--- config.mk ---
export PLATFORM = sky130hd
export DESIGN_NAME = vct_div
export DESIGN_NICKNAME = d
export VERILOG_FILES = /design/src/hdl/vct_pkg.sv /design/src/hdl/vct_div.sv
export SDC_FILE = /design/constraint.sdc
export NUM_CORES = 1
export LEC_CHECK = 0
export BUFFER_PORTS_ARGS = -buffer_cell sky130_fd_sc_hd__buf_2
export CAP_MARGIN = 20
export CORE_ASPECT_RATIO = 0.5
export CORE_MARGIN = 4
export CORE_UTILIZATION = 45
export CTS_CLUSTER_SIZE = 8
export DETAILED_ROUTE_END_ITERATION = 16
export PLACE_DENSITY_LB_ADDON = 0.3
export SETUP_SLACK_MARGIN = 0.1
export SYNTH_ARGS = -nofsm -noshare
export SYNTH_HDL_FRONTEND = slang
export SYNTH_SLANG_ARGS = --single-unit
--- constraint.sdc ---
create_clock -name clk -period 4.7 [get_ports clk]
set_clock_uncertainty 0.15 [all_clocks]
set_input_delay 0.705 -clock clk [delete_from_list [all_inputs] [get_ports clk]]
set_output_delay 0.705 -clock clk [all_outputs]
set_load 0.02 [all_outputs]
--- src/hdl/vct_pkg.sv ---
// Shared types, constants and tables for the view camera transform.
// Used by vct_div and view_camera_transform; no dependencies.
`timescale 1ns / 1ps
package vct_pkg;

  localparam int CORDIC_STEPS    = 16;
  localparam int COORD_FRAC_BITS = 8;

  localparam int DIV_W = 37;
  localparam int DEN_W = 16;

  localparam logic [15:0] SCALE_ONE  = 16'd4096;
  localparam logic [15:0] SCALE_MIN  = 16'd410;
  localparam logic [15:0] SCALE_MAX  = 16'd40960;
  localparam logic [17:0] ANGLE_FULL = 18'd46080;

  localparam logic signed [25:0] DEG16_90  = 26'sd5898240;
  localparam logic signed [25:0] DEG16_180 = 26'sd11796480;
  localparam logic signed [25:0] DEG16_360 = 26'sd23592960;
  localparam logic signed [32:0] CORDIC_GAIN = 33'sd652032875;

  localparam logic [2:0] FN_S2W    = 3'd0;
  localparam logic [2:0] FN_W2S    = 3'd1;
  localparam logic [2:0] FN_ZIN    = 3'd2;
  localparam logic [2:0] FN_ZOUT   = 3'd3;
  localparam logic [2:0] FN_ROTATE = 3'd4;
  localparam logic [2:0] FN_RESET  = 3'd5;

  localparam logic REG_WIDTH  = 1'b0;
  localparam logic REG_HEIGHT = 1'b1;

  typedef enum logic [3:0] {
    S_IDLE, S_DIVX, S_DIVY, S_PMUL, S_CORDIC, S_ROT, S_ZMUL, S_ZDIV, S_VIEW, S_DONE
  } state_t;

  typedef struct packed {
    logic             start;
    logic [DIV_W-1:0] num;
    logic [DEN_W-1:0] den;
  } div_req_t;

  typedef struct packed {
    logic             busy;
    logic             done;
    logic [DIV_W-1:0] quo;
  } div_rsp_t;

  function automatic logic signed [25:0] atan_deg16(input logic [4:0] i);
    logic signed [25:0] r;
    case (i)
      5'd0:  r = 26'sd2949120;
      5'd1:  r = 26'sd1740967;
      5'd2:  r = 26'sd919879;
      5'd3:  r = 26'sd466945;
      5'd4:  r = 26'sd234379;
      5'd5:  r = 26'sd117304;
      5'd6:  r = 26'sd58666;
      5'd7:  r = 26'sd29335;
      5'd8:  r = 26'sd14668;
      5'd9:  r = 26'sd7334;
      5'd10: r = 26'sd3667;
      5'd11: r = 26'sd1833;
      5'd12: r = 26'sd917;
      5'd13: r = 26'sd458;
      5'd14: r = 26'sd229;
      5'd15: r = 26'sd115;
      5'd16: r = 26'sd57;
      5'd17: r = 26'sd29;
      5'd18: r = 26'sd14;
      5'd19: r = 26'sd7;
      5'd20: r = 26'sd4;
      5'd21: r = 26'sd2;
      5'd22: r = 26'sd1;
      default: r = 26'sd0;
    endcase
    return r;
  endfunction

  function automatic logic [23:0] half_view(input logic [13:0] w);
    logic [31:0] t;
    t = {18'd0, w} << (COORD_FRAC_BITS - 1);
    return t[23:0];
  endfunction

endpackage

--- src/hdl/vct_div.sv ---
// Restoring unsigned divider, one quotient bit per cycle.
// Depends on vct_pkg.
`timescale 1ns / 1ps
module vct_div (
  input  logic           clk,
  input  logic           rst,
  input  vct_pkg::div_req_t req,
  output vct_pkg::div_rsp_t rsp
);
  import vct_pkg::*;

  localparam int CW = $clog2(DIV_W + 1);

  logic [DIV_W-1:0] work;
  logic [DEN_W-1:0] rem;
  logic [DEN_W-1:0] den;
  logic [CW-1:0]    cnt;
  logic             busy;
  logic             done;
  logic [DEN_W:0]   trial;
  logic [DEN_W:0]   diff;
  logic             fits;

  always_comb begin
    trial = {rem, work[DIV_W-1]};
    diff  = trial - {1'b0, den};
    fits  = trial >= {1'b0, den};
  end

  always_ff @(posedge clk) begin
    if (rst) begin
      busy <= 1'b0;
      done <= 1'b0;
      cnt  <= '0;
    end else begin
      done <= 1'b0;
      if (req.start) begin
        busy <= 1'b1;
        cnt  <= CW'(DIV_W);
      end else if (busy) begin
        cnt <= cnt - 1'b1;
        if (cnt == CW'(1)) begin
          busy <= 1'b0;
          done <= 1'b1;
        end
      end
    end
  end

  always_ff @(posedge clk) begin
    if (req.start) begin
      work <= req.num;
      rem  <= '0;
      den  <= req.den;
    end else if (busy) begin
      work <= {work[DIV_W-2:0], fits};
      rem  <= fits ? diff[DEN_W-1:0] : trial[DEN_W-1:0];
    end
  end

  assign rsp.busy = busy;
  assign rsp.done = done;
  assign rsp.quo  = work;

endmodule
* Yosys cells after proc, flatten, opt, wreduce, memory -nomap -nowiden *
Index checks and enable logic that the tools add are counted.
W data, S select, Z words.

word-level totals
  output and inout bits = 39
  bits in registers = 77

cells by class
  reduce and logical (&&, ||, !) cells = 3
  bitwise operators = 1
  $add $sub $neg = 2
  $lt $le $gt $ge = 1
  eq/ne operators = 1
  mux-type cells = 9

operators with widths
  kind                   count
  $mux W37               2
  $ge A17 B16 Y1         1
  $mux W16               1
  $sub A16 B16 Y16       1
  $mux W6                2
  $eq A6 B1 Y1 const B   1
  $sub A6 B1 Y6 const B  1
  $mux W1                4
  $reduce_or A3 Y1       1
  $reduce_bool A2 Y1     1
  $reduce_or A2 Y1       1
  $not A1 Y1             1

* Logic depth before layout (Yosys ltp) *
Gate-level depths: netlist of the first run.

  depth in word-level cells = 4
  depth in mapped cells = 10
  depth with buffers taken out = 9

* Worst setup path before layout of the first run *
Ideal clock, no wire load.

  path kind = register to register
  start point = reg work[36]
  end point = reg rem[10]
  cell stages (with the launch flop) = 10
  setup time = 0.091 ns
  path slack = 2.431 ns
  arrival time = 2.028 ns
  path through = edfxtp_1 > inv_1 > ha_1 > fa_1 > nand2b_1 > a21oi_1 > a211oi_1 > xnor2_1 > o21ai_1 > a311oi_1

on the way
  cells in the longest elaborated chain, start to end = 2
  elaborated cells on any way between the ends = 3

ends and longest elaborated chain
  item                                                line                          text
  from (decl)                                         vct_div.sv:14                 logic [DIV_W-1:0] work;
  from (signal assigned)                              vct_div.sv:52                 work <= req.num;
  from (signal assigned)                              vct_div.sv:56                 work <= {work[DIV_W-2:0], fits};
  $sub A16 B16 Y16 or $ge A17 B16 Y1 (tied branches)  vct_div.sv:26, vct_div.sv:27
  $mux W16 (*)                                        vct_div.sv:57                 rem <= fits ? diff[DEN_W-1:0] : trial[DEN_W-1:0];
  to (signal assigned)                                vct_div.sv:57
  to (decl)                                           vct_div.sv:15                 logic [DEN_W-1:0] rem;

Mark *: on every way between the ends. The rest lies on a longest branch, timed or not.
A chain may end at the register's enable or synchronous reset.

* Final worst setup path of the first run *
  start point = reg rem[13]
  end point = reg work[0], data pin

on the way
  cells in the longest elaborated chain, start to end = 3

ends and longest elaborated chain
  item            line           text
  $ge A17 B16 Y1  vct_div.sv:27  fits = trial >= {1'b0, den};
  $mux W37        vct_div.sv:55  end else if (busy) begin
  $mux W37        vct_div.sv:51  if (req.start) begin

No other way between the ends. The select of a mux whose other input is x is not followed.

==> impl_metrics.yaml, run 1 <==
routing:
  vias_per_cell: 5.437
  antenna_left: 0
  firstDrtPassIters: 4
  routed_wl_mm: 9.177
  wl_per_cell_um: 15.71
  drc_errors: 0
  drt_iter0_markers: 246
  vias: 3175
power_and_ir_drop:
  power_density_mw_per_mm2: 390.2
  p_int_mw: 1.429
  p_clk_share_pct: 37.9
  ir_drop_uv: 221.0
  p_comb_share_pct: 19.9
  p_leak_nw: 2.115
  switchingPower_mw: 0.5484
  p_sw_share_pct: 27.74
  power_frac_seq_pct: 42.2
critical_path:
  reg2reg_slack_ns: 1.75
  crit_slowest_cell: "o41a_1"
  crit_path_end_kind: "register"
  timing.rr.end: "work[0]"
  cp-start-kind: "register"
  reg2reg_depth: 6
  crit_chain: "ha_1, a21o_2, a211oi_2, o41a_1, nand2_1, mux2_2"
  cp.required_ns: 4.63
  crit_fanout: 14
  cp.arrival_ns: 2.88
  worst_r2r_startpoint: "rem[13]"
  critical_path_class: "register to register"
  critPathMaxStageDelay_ns: 0.63
floorplanning:
  die_y_um: 76.93
  core_mm2: 0.008979
  ios: 95
  dieArea_mm2: 0.01122
  dieWidth_um: 145.8
  initial_core_util_pct: 47.62
  rows: 24
hold_path:
  whs_endpoint: "rem[3]"
  hold_start: "rem[3]"
  hp-class: "register to register"
  holdPathStages: 2
timing:
  rsz0062_at_grt: "false"
  finalSetupTns_ns: 0
  fmax_ghz: 0.3393
  slew_headroom_pct: 38.85
  min_period_over_period_pct: 62.70
  period_needed_ns: 2.947
  worstMarginPinSlew_ns: 0.9156
  report.final.slew_viol_count: 0
  setup_viol: 0
  finalHoldViolCount: 0
placed_design:
  dp_hpwl_mm: 6.608
  place_inst: 568
  postPlaceCellArea_mm2: 0.004745
  routabilityCongestion: 0.8440
  io_buffers: 94
clocking:
  cts_setup_buffers: 0
  cts.clk_slew.worst_paths_ns: 0.06
  cts_max_level: 3
  cts_resized: 0
  cts_tree: "done"
  clock_latency_ns: 0.33
  hold_buffers: 0
  cts_buffers: 9
  cts_root_buf: "clkbuf_16"
  clockBufferDepth: 2
  cts.sinks: 77
synthesis:
  yosys.area.top_type: "edfxtp_1"
  yosys_register_bits: 77
  syn_avg_cell_area_um2: 11.37
  yosysTopAreaCellShare_pct: 37.23
  syn_nets: 451
  synth_edf_count: 53
  synthArstFlopShare_pct: 0
  synth_area_mm2: 0.004275
  ys_top_cells_by_area: "edfxtp_1 (37%), dfxtp_1 (11%), mux2_2 (9.7%), ha_1 (5.3%), nor2_1 (2.9%)"
  synthDistinctLibCells: 64
  syn_inst: 376
  synthFlopType: "edfxtp_1"
  ys_warn_count: 0
  seq_area_frac_synth_pct: 48.46
cells_and_area:
  final_core_util_pct: 56.44
  final_cells: 584
  fillers: 756
  area_growth_pct: 18.53
  drive_gt1_share_pct: 35.97
  fin_nets: 537
  final_common_cell: "buf_2"
  n_antenna_cell: 0
  fin_area_mm2: 0.005067
  final_cell_mix: "buf_2 (94), edfxtp_1 (53), mux2_2 (37)"
global_routing:
  grt.total_usage_pct: 16.79
  grt_max_degree: 37
  grt_pass1_vias: 3103
  antenna_found_initial: 0
  gr-total-overflow: 0
  grt_first_pass_wirelength_mm: 15.38
status:
  outcome: "finished clean"
job:
  maxCapViolCount: 0
==> sequential cells by signal (all words and copies together) (netlist names) <==
signal and flops:
work 37, den 16, rem 16, cnt 6
busy 1, done 1
==> cell usage after synthesis, types with 9 or more instances <==
library cell	n
xnor2_1	11
ha_1	18
a21oi_1	10
edfxtp_1	53
mux2_2	37
nor2_1	33
nand3_1	15
inv_1	25
dfxtp_1	24
o21ai_0	9
nand2_1	19
==> area by class of cell <==
| type | count | area (µm²) | share of cell area, % |
|---|---|---|---|
| Clock buffer | 9 | 225.2 | 4.444 |
| Multi-Input combinational cell | 251 | 1932 | 38.12 |
| Timing Repair Buffer | 98 | 500.5 | 9.877 |
| Tap cell | 117 | 146.4 | 2.889 |
| Inverter | 25 | 93.84 | 1.852 |
| Sequential cell | 77 | 2072 | 40.89 |
| Clock inverter | 7 | 97.59 | 1.926 |
==> stage by stage <==
| step | worst slack (ns) | power (mW) | hold WS [ns] |
|---|---|---|---|
| 6_report | 1.753 | 1.977 | 0.3589 |
| 4_1_cts | 1.771 | 1.993 | 0.3570 |
| 3_5_place_dp | 1.783 | 1.239 | 0.3489 |
| 3_3_place_gp | 1.767 | 1.237 | 0.3406 |
| 5_1_grt | 1.440 | 2.067 | 0.3817 |
| 2_1_floorplan | 2.431 | 1.133 | 0.3186 |
==> kinds of logic after synthesis <==
| group | count (synthesis) | share of synthesized area, % |
|---|---|---|
| AO/OA/AOI/OAI | 75 | 13.67 |
| adder cells (fa/ha/maj) | 19 | 5.736 |
| multiplexers | 39 | 10.21 |
| buffers and inverters | 48 | 6.350 |
| XOR/XNOR | 15 | 3.073 |
| flip-flops | 77 | 48.46 |
| AND/OR/NAND/NOR | 103 | 12.50 |
==> critical path, delay by kind of cell, from the launching register on <==
family | cells | cell delay [ns]
fa+ha+maj | 1 | 0.37
mux | 1 | 0.33
flops | 1 | 0.34
compound gates | 3 | 1.24
simple gates | 1 | 0.28
==> routing by layer <==
| layer | up-vias | part of all wire, % | global-route usage, % |
|---|---|---|---|
| met3 | 11 | 5.8 | 4.888 |
| met5 | - | 0 | 0 |
| met4 | 0 | 1.4 | 5.208 |
| met1 | 1490 | 48 | 23.26 |
| met2 | 100 | 45 | 25.47 |
| li1 | 1574 | - | - |
==> worst max path at each step <==
stage	start	endpoint	slack, ns	cells after the start
4_1_cts	rem[13]	work[0]	1.77	6
2_1_floorplan	work[36]	rem[10]	2.43	9
3_3_place_gp	rem[11]	work[0]	1.77	7
6_report	rem[13]	work[0]	1.75	6
3_5_place_dp	rem[13]	work[0]	1.78	6
5_1_grt	den[6]	rem[1]	1.44	8
==> power groups by stage <==
stage / clock network, mW / registers [mW] / logic [mW]
finish: 0.749 / 0.834 / 0.394
global route: 0.790 / 0.842 / 0.435
CTS: 0.764 / 0.835 / 0.394
detailed placement: 0 / 0.847 / 0.392
global placement: 0 / 0.848 / 0.389
floorplan: 0 / 0.883 / 0.251
(Power assumes the default switching activity.)
==> run 2, diff against run 1 <==
Settings changed: ABC_AREA set to 1.
Clock period 4.7 ns to 2.99 ns, I/O delays scaled along.
==> run 2 against run 1 <==
Effect of this change: synthesized cell count increased by 46%; register-to-register slack got worse by 1.1 ns; utilization increased by 0.93 points; combinational power increased by 4%; clock power increased by 47%; wire length increased by 10%; largest power group unchanged; highest routed layer unchanged.
==> impl_metrics.yaml, run 2 <==
synthesis:
  yosysMostFrequentCell: "nand2_1"
  synth_mux_area_share_pct: 0
  yosys_register_bits: 77
  ys_top_cells_by_area: "edfxtp_1 (37%), nand2_1 (20%), dfxtp_1 (11%), inv_1 (6.8%), ha_1 (5.3%)"
  synth_top_family_by_area: "simple AND/OR/NAND/NOR gates"
  yosys.area.top_type: "edfxtp_1"
  synthArstFlopShare_pct: 0
  syn_nets: 624
  synthFlopType: "edfxtp_1"
  yosys-top-cells-count: "nand2_1 (232), inv_1 (78), edfxtp_1 (53), nand3_1 (37)"
  synth_fa_ha_area_share_pct: 5.724
  syn_avg_cell_area_um2: 7.803
  yosys.area_share.simple_pct: 31.75
  ys_warn_count: 0
  synth_edf_count: 53
  synthDistinctLibCells: 35
  yosysTopAreaCellShare_pct: 37.15
  synth_compound_area_share_pct: 3.943
  seq_area_frac_synth_pct: 48.36
  synthXorXnorAreaFrac_pct: 1.227
  syn_inst: 549
  synth_area_mm2: 0.004284
critical_path:
  crit_path_start: "den[6]"
  cp-start-kind: "register"
  cpMostUsedCell: "nand2_1"
  crit_slowest_cell: "nor2_4"
  crit_fanout: 18
  reg2reg_slack_ns: 0.69
  critical_path_class: "register to register"
  crit_chain: "inv_1, ha_1, nand2_1, nor2_1, nand4_1, nand2_1, nor2_4, nand2_4, nand2_1, nand3_1, o21ai_0"
  crit_path_end_kind: "register"
  timing.rr.end: "rem[4]"
  cp.required_ns: 3.10
  worst_r2r_startpoint: "den[6]"
  cp.arrival_ns: 2.41
  reg2reg_depth: 11
  critPathMaxStageDelay_ns: 0.41
timing:
  slew_headroom_pct: 54.00
  setup_viol: 0
  rsz0062_at_grt: "false"
  report.final.slew_viol_count: 0
  finalHoldViolCount: 0
  timing.final.ws_setup_ns: 0.6900
  fmax_ghz: 0.4348
  min_period_over_period_pct: 76.92
  holdWs_ns: 0.1307
  finalSetupTns_ns: 0
  worstMarginPinSlew_ns: 0.6891
  period_needed_ns: 2.300
global_routing:
  grt.total_usage_pct: 18.68
  antenna_found_initial: 0
  grt_max_degree: 44
  gr-total-overflow: 0
  grt_first_pass_wirelength_mm: 16.89
  grt_pass1_vias: 3647
cells_and_area:
  largest_reg_flops: 37
  fin_area_mm2: 0.005151
  final_common_cell: "nand2_1"
  area_growth_pct: 20.24
  final_cell_mix: "nand2_1 (232), buf_2 (94), inv_1 (78)"
  fin_nets: 719
  drive_gt1_share_pct: 19.72
  largest-register: "work"
  n_antenna_cell: 0
  reg_top3: "work: 37 flops, den: 16 flops, rem: 16 flops"
placed_design:
  routabilityCongestion: 0.9223
  preCtsSetupSlack_ns: 0.7188
  postPlaceCellArea_mm2: 0.004853
  dp_hpwl_mm: 7.278
  io_buffers: 94
routing:
  drt_iter0_markers: 253
  vias_per_cell: 4.884
  antenna_left: 0
  vias: 3741
  routed_wl_mm: 10.09
  firstDrtPassIters: 6
  wl_per_cell_um: 13.18
  drc_errors: 0
hold_path:
  holdPathStages: 1
  hp-class: "primary input to register"
  whs_endpoint: "den[0]"
  hold_start: "req[0]"
floorplanning:
  ios: 95
  core_mm2: 0.008979
  initial_core_util_pct: 47.71
  dieArea_mm2: 0.01124
  die_y_um: 77.00
  dieWidth_um: 146.0
  rows: 24
power_and_ir_drop:
  power_density_mw_per_mm2: 540.0
  ir_drop_uv: 274.8
  p_total_mw: 2.782
  p_leak_nw: 2.723
clocking:
  clock_latency_ns: 0.34
  cts_root_buf: "clkbuf_16"
  cts_max_level: 3
  clockBufferDepth: 2
  cts.sinks: 77
  cts_resized: 0
  cts_buffers: 9
  cts_tree: "done"
  cts.clk_slew.worst_paths_ns: 0.06
  hold_buffers: 0
  cts_setup_buffers: 0
status:
  outcome: "finished clean"
job:
  maxCapViolCount: 0
-- run 2: metrics by stage --
step	instances	util [%]
2_1_floorplan	549	-
3_3_place_gp	750	54.06
3_5_place_dp	750	54.06
4_1_cts	766	57.37
5_1_grt	766	57.37
6_report	766	57.37
-- run 2: final cells by class --
class / instances / area [µm²]
fillers: 814 / 3827
flip-flops and latches: 77 / 2072
multi-input cells: 377 / 1827
repair buffers: 99 / 508.0
inverters: 80 / 300.3
clock buffers: 9 / 225.2
well taps: 117 / 146.4
clock inverters: 7 / 72.57
-- run 2: layer usage --
metal,global-route usage (%),wire [µm]
met2,29.27,4441
met1,24.05,4687
met3,7.362,839
met5,0,0
met4,5.535,125
-- run 2: power breakdown --
group	internal (mW)	switching, mW
registers	1.24	0.0402
logic	0.141	0.267
clock network	0.649	0.449
total	2.03	0.756
-- run 2: cell families after synthesis --
kind of cell | count (synthesis)
and+or+nand+nor | 323
buffers and inverters | 95
DFF | 77
AOI/OAI and AO/OA | 29
adders and majority gates | 19
xor gates and xnor gates | 6
-- run 2: critical path, delay by kind of cell, from the launching register on --
kind	cells	cell delay, ns
buffers and inverters	1	0.04
AND/OR/NAND/NOR	8	1.26
adder cells (fa/ha/maj)	1	0.33
flip-flops	1	0.33
AO/OA/AOI/OAI	1	0.08
-- run 2: worst max-delay path by stage --
stage                     endpoint  slack (ns)  cells after the start
after floorplan            rem[14]        0.90                     11
after global placement      rem[2]        0.74                      9
after detailed placement    rem[7]        0.72                      9
after CTS                   rem[4]        0.69                      9
after global routing        rem[0]        0.47                     11
final                       rem[4]        0.69                     11
==> run 3, diff against run 2 <==
Clock period 2.99 ns to 2.3 ns, I/O delays scaled along.
==> run 3 against run 2 <==
Effect of this change: first-iteration DRC count rose by 7.9%; setup slack worse by 0.51 ns; sequential cell count is the same; global-route usage barely moved; sequential power rose by 30%.
==> impl_metrics.yaml, run 3 (synthesis gave the netlist of run 2 again) <==
routing:
  antenna_left: 0
  drc_errors: 0
  vias_per_cell: 4.807
  routed_wl_mm: 10.51
  drt_iter0_markers: 273
  vias: 3735
  wl_per_cell_um: 13.52
  firstDrtPassIters: 5
timing:
  period_needed_ns: 2.124
  worstMarginPinSlew_ns: 0.5679
  report.final.slew_viol_count: 0
  min_period_over_period_pct: 92.33
  setup_viol: 0
  fmax_ghz: 0.4709
  rsz0062_at_grt: "true"
  slew_headroom_pct: 62.00
  finalHoldViolCount: 0
  holdWs_ns: 0.02827
floorplanning:
  dieWidth_um: 146.0
  dieArea_mm2: 0.01124
  initial_core_util_pct: 47.71
  die_y_um: 77.00
  core_mm2: 0.008979
  rows: 24
  ios: 95
clocking:
  cts_buffers: 9
  hold_buffers: 0
  cts.sinks: 77
  cts_max_level: 3
  cts_tree: "done"
  cts.clk_slew.worst_paths_ns: 0.06
  clock_latency_ns: 0.34
  cts_root_buf: "clkbuf_16"
  clockBufferDepth: 2
critical_path:
  crit_path_end_kind: "register"
  timing.rr.end: "rem[14]"
  crit_slowest_cell: "fa_2"
  cp.required_ns: 2.38
  crit_fanout: 4
  cp.arrival_ns: 2.21
  critical_path_class: "register to register"
  crit_chain: "inv_1, ha_2, fa_2, nor2_4, nor2_4, o21ai_4, nand2_2, nand3_2, nand3_2, nand2_1, nand2_1"
  cp-start-kind: "register"
  reg2reg_depth: 11
  critPathMaxStageDelay_ns: 0.41
  reg2reg_slack_ns: 0.18
  worst_r2r_startpoint: "work[36]"
cells_and_area:
  fin_nets: 730
  n_antenna_cell: 0
  final_cell_mix: "nand2_1 (228), buf_2 (94), inv_1 (78)"
  drive_gt1_share_pct: 23.48
  largest_reg_flops: 37
  final_common_cell: "nand2_1"
  largest-register: "work"
  reg_top3: "work: 37 flops, den: 16 flops, rem: 16 flops"
  area_growth_pct: 25.50
global_routing:
  grt_max_degree: 40
  grt_first_pass_wirelength_mm: 17.03
  antenna_found_initial: 0
  grt_pass1_vias: 3556
  gr-total-overflow: 0
  grt.total_usage_pct: 18.70
placed_design:
  dp_hpwl_mm: 7.554
  io_buffers: 94
  routabilityCongestion: 0.8997
job:
  maxCapViolCount: 0
power_and_ir_drop:
  p_total_mw: 3.783
  power_density_mw_per_mm2: 703.6
  p_leak_nw: 2.780
  ir_drop_uv: 396.0
hold_path:
  hold_start: "req[9]"
  hp-class: "primary input to register"
  holdPathStages: 1
  whs_endpoint: "den[9]"
status:
  outcome: "finished clean"
## run 3: cell count changes in the layout (fill, tap and decap cells not counted), moves of 2 or more
cell	change
nand2_8	+2
buf_4	+8
nand2_1	-4
ha_1	-5
nor2_4	+2
nand2_2	+4
clkinv_1	-2
nor2_1	-3
ha_2	+3
ha_4	+2
## run 3: worst max path at each step
stage / cells after the start / end / start
3_3_place_gp: 11 / rem[14] / work[36]
6_report: 11 / rem[14] / work[36]
2_1_floorplan: 11 / rem[14] / work[36]
5_1_grt: 13 / rem[12] / work[36]
4_1_cts: 11 / rem[4] / den[3]
3_5_place_dp: 11 / rem[14] / work[36]
## run 3: worst max-delay path, delay by kind of cell, from the launching register on
kind	cells	cell delay (ns)
AO/OA/AOI/OAI	1	0.19
AND/OR/NAND/NOR	7	0.56
buffers and inverters	1	0.09
flip-flops	1	0.40
adder cells (fa/ha/maj)	2	0.63
## run 3: per-stage QoR
| stage | worst slack [ns] | instance area (µm²) | utilization [%] | instances | setup TNS [ns] |
|---|---|---|---|---|---|
| final | 0.1765 | 5376 | 59.88 | 777 | 0 |
| after global routing | 0.06298 | 5376 | 59.88 | 777 | 0 |
| after CTS | 0.1125 | 5245 | 58.42 | 772 | 0 |
| after detailed placement | -0.004473 | 4907 | 54.65 | 755 | -0.004473 |
| after global placement | 0.01639 | 4896 | 54.53 | 754 | 0 |
| after floorplan | 0.2064 | 4284 | - | 549 | 0 |
## run 3: timing repair
action / 4_1_cts / 5_1_grt
resized for setup: 2 / 18
pin swaps: 0 / 6
buffers inserted: 1 / 4
cloned: 0 / 1
hold endpoints to repair: 0 / 0
setup endpoints to repair: 3 / 16
## run 3: layout make-up
class | instances | area, µm²
clock buffer | 10 | 229.0
clock inverter | 6 | 95.09
fill | 781 | 3602
inverter | 80 | 300.3
multi-input combinational | 378 | 1934
sequential | 77 | 2072
tap | 117 | 146.4
timing repair buffer | 109 | 599.3
## run 3: report_power, final
group	switching (mW)	leakage, nW	internal [mW]
Sequential	0.0536	0.731	1.61
Combinational	0.362	1.89	0.208
Clock	0.593	0.157	0.960
Total	1.01	2.78	2.77
## run 3: routing by layer
metal	vias to the layer above	share of wire, %	GRT usage (%)
met1	1658	46	24.66
met3	12	8.2	6.949
li1	1957	-	-
met4	0	1.2	4.878
met2	108	45	29.18
met5	-	0	0
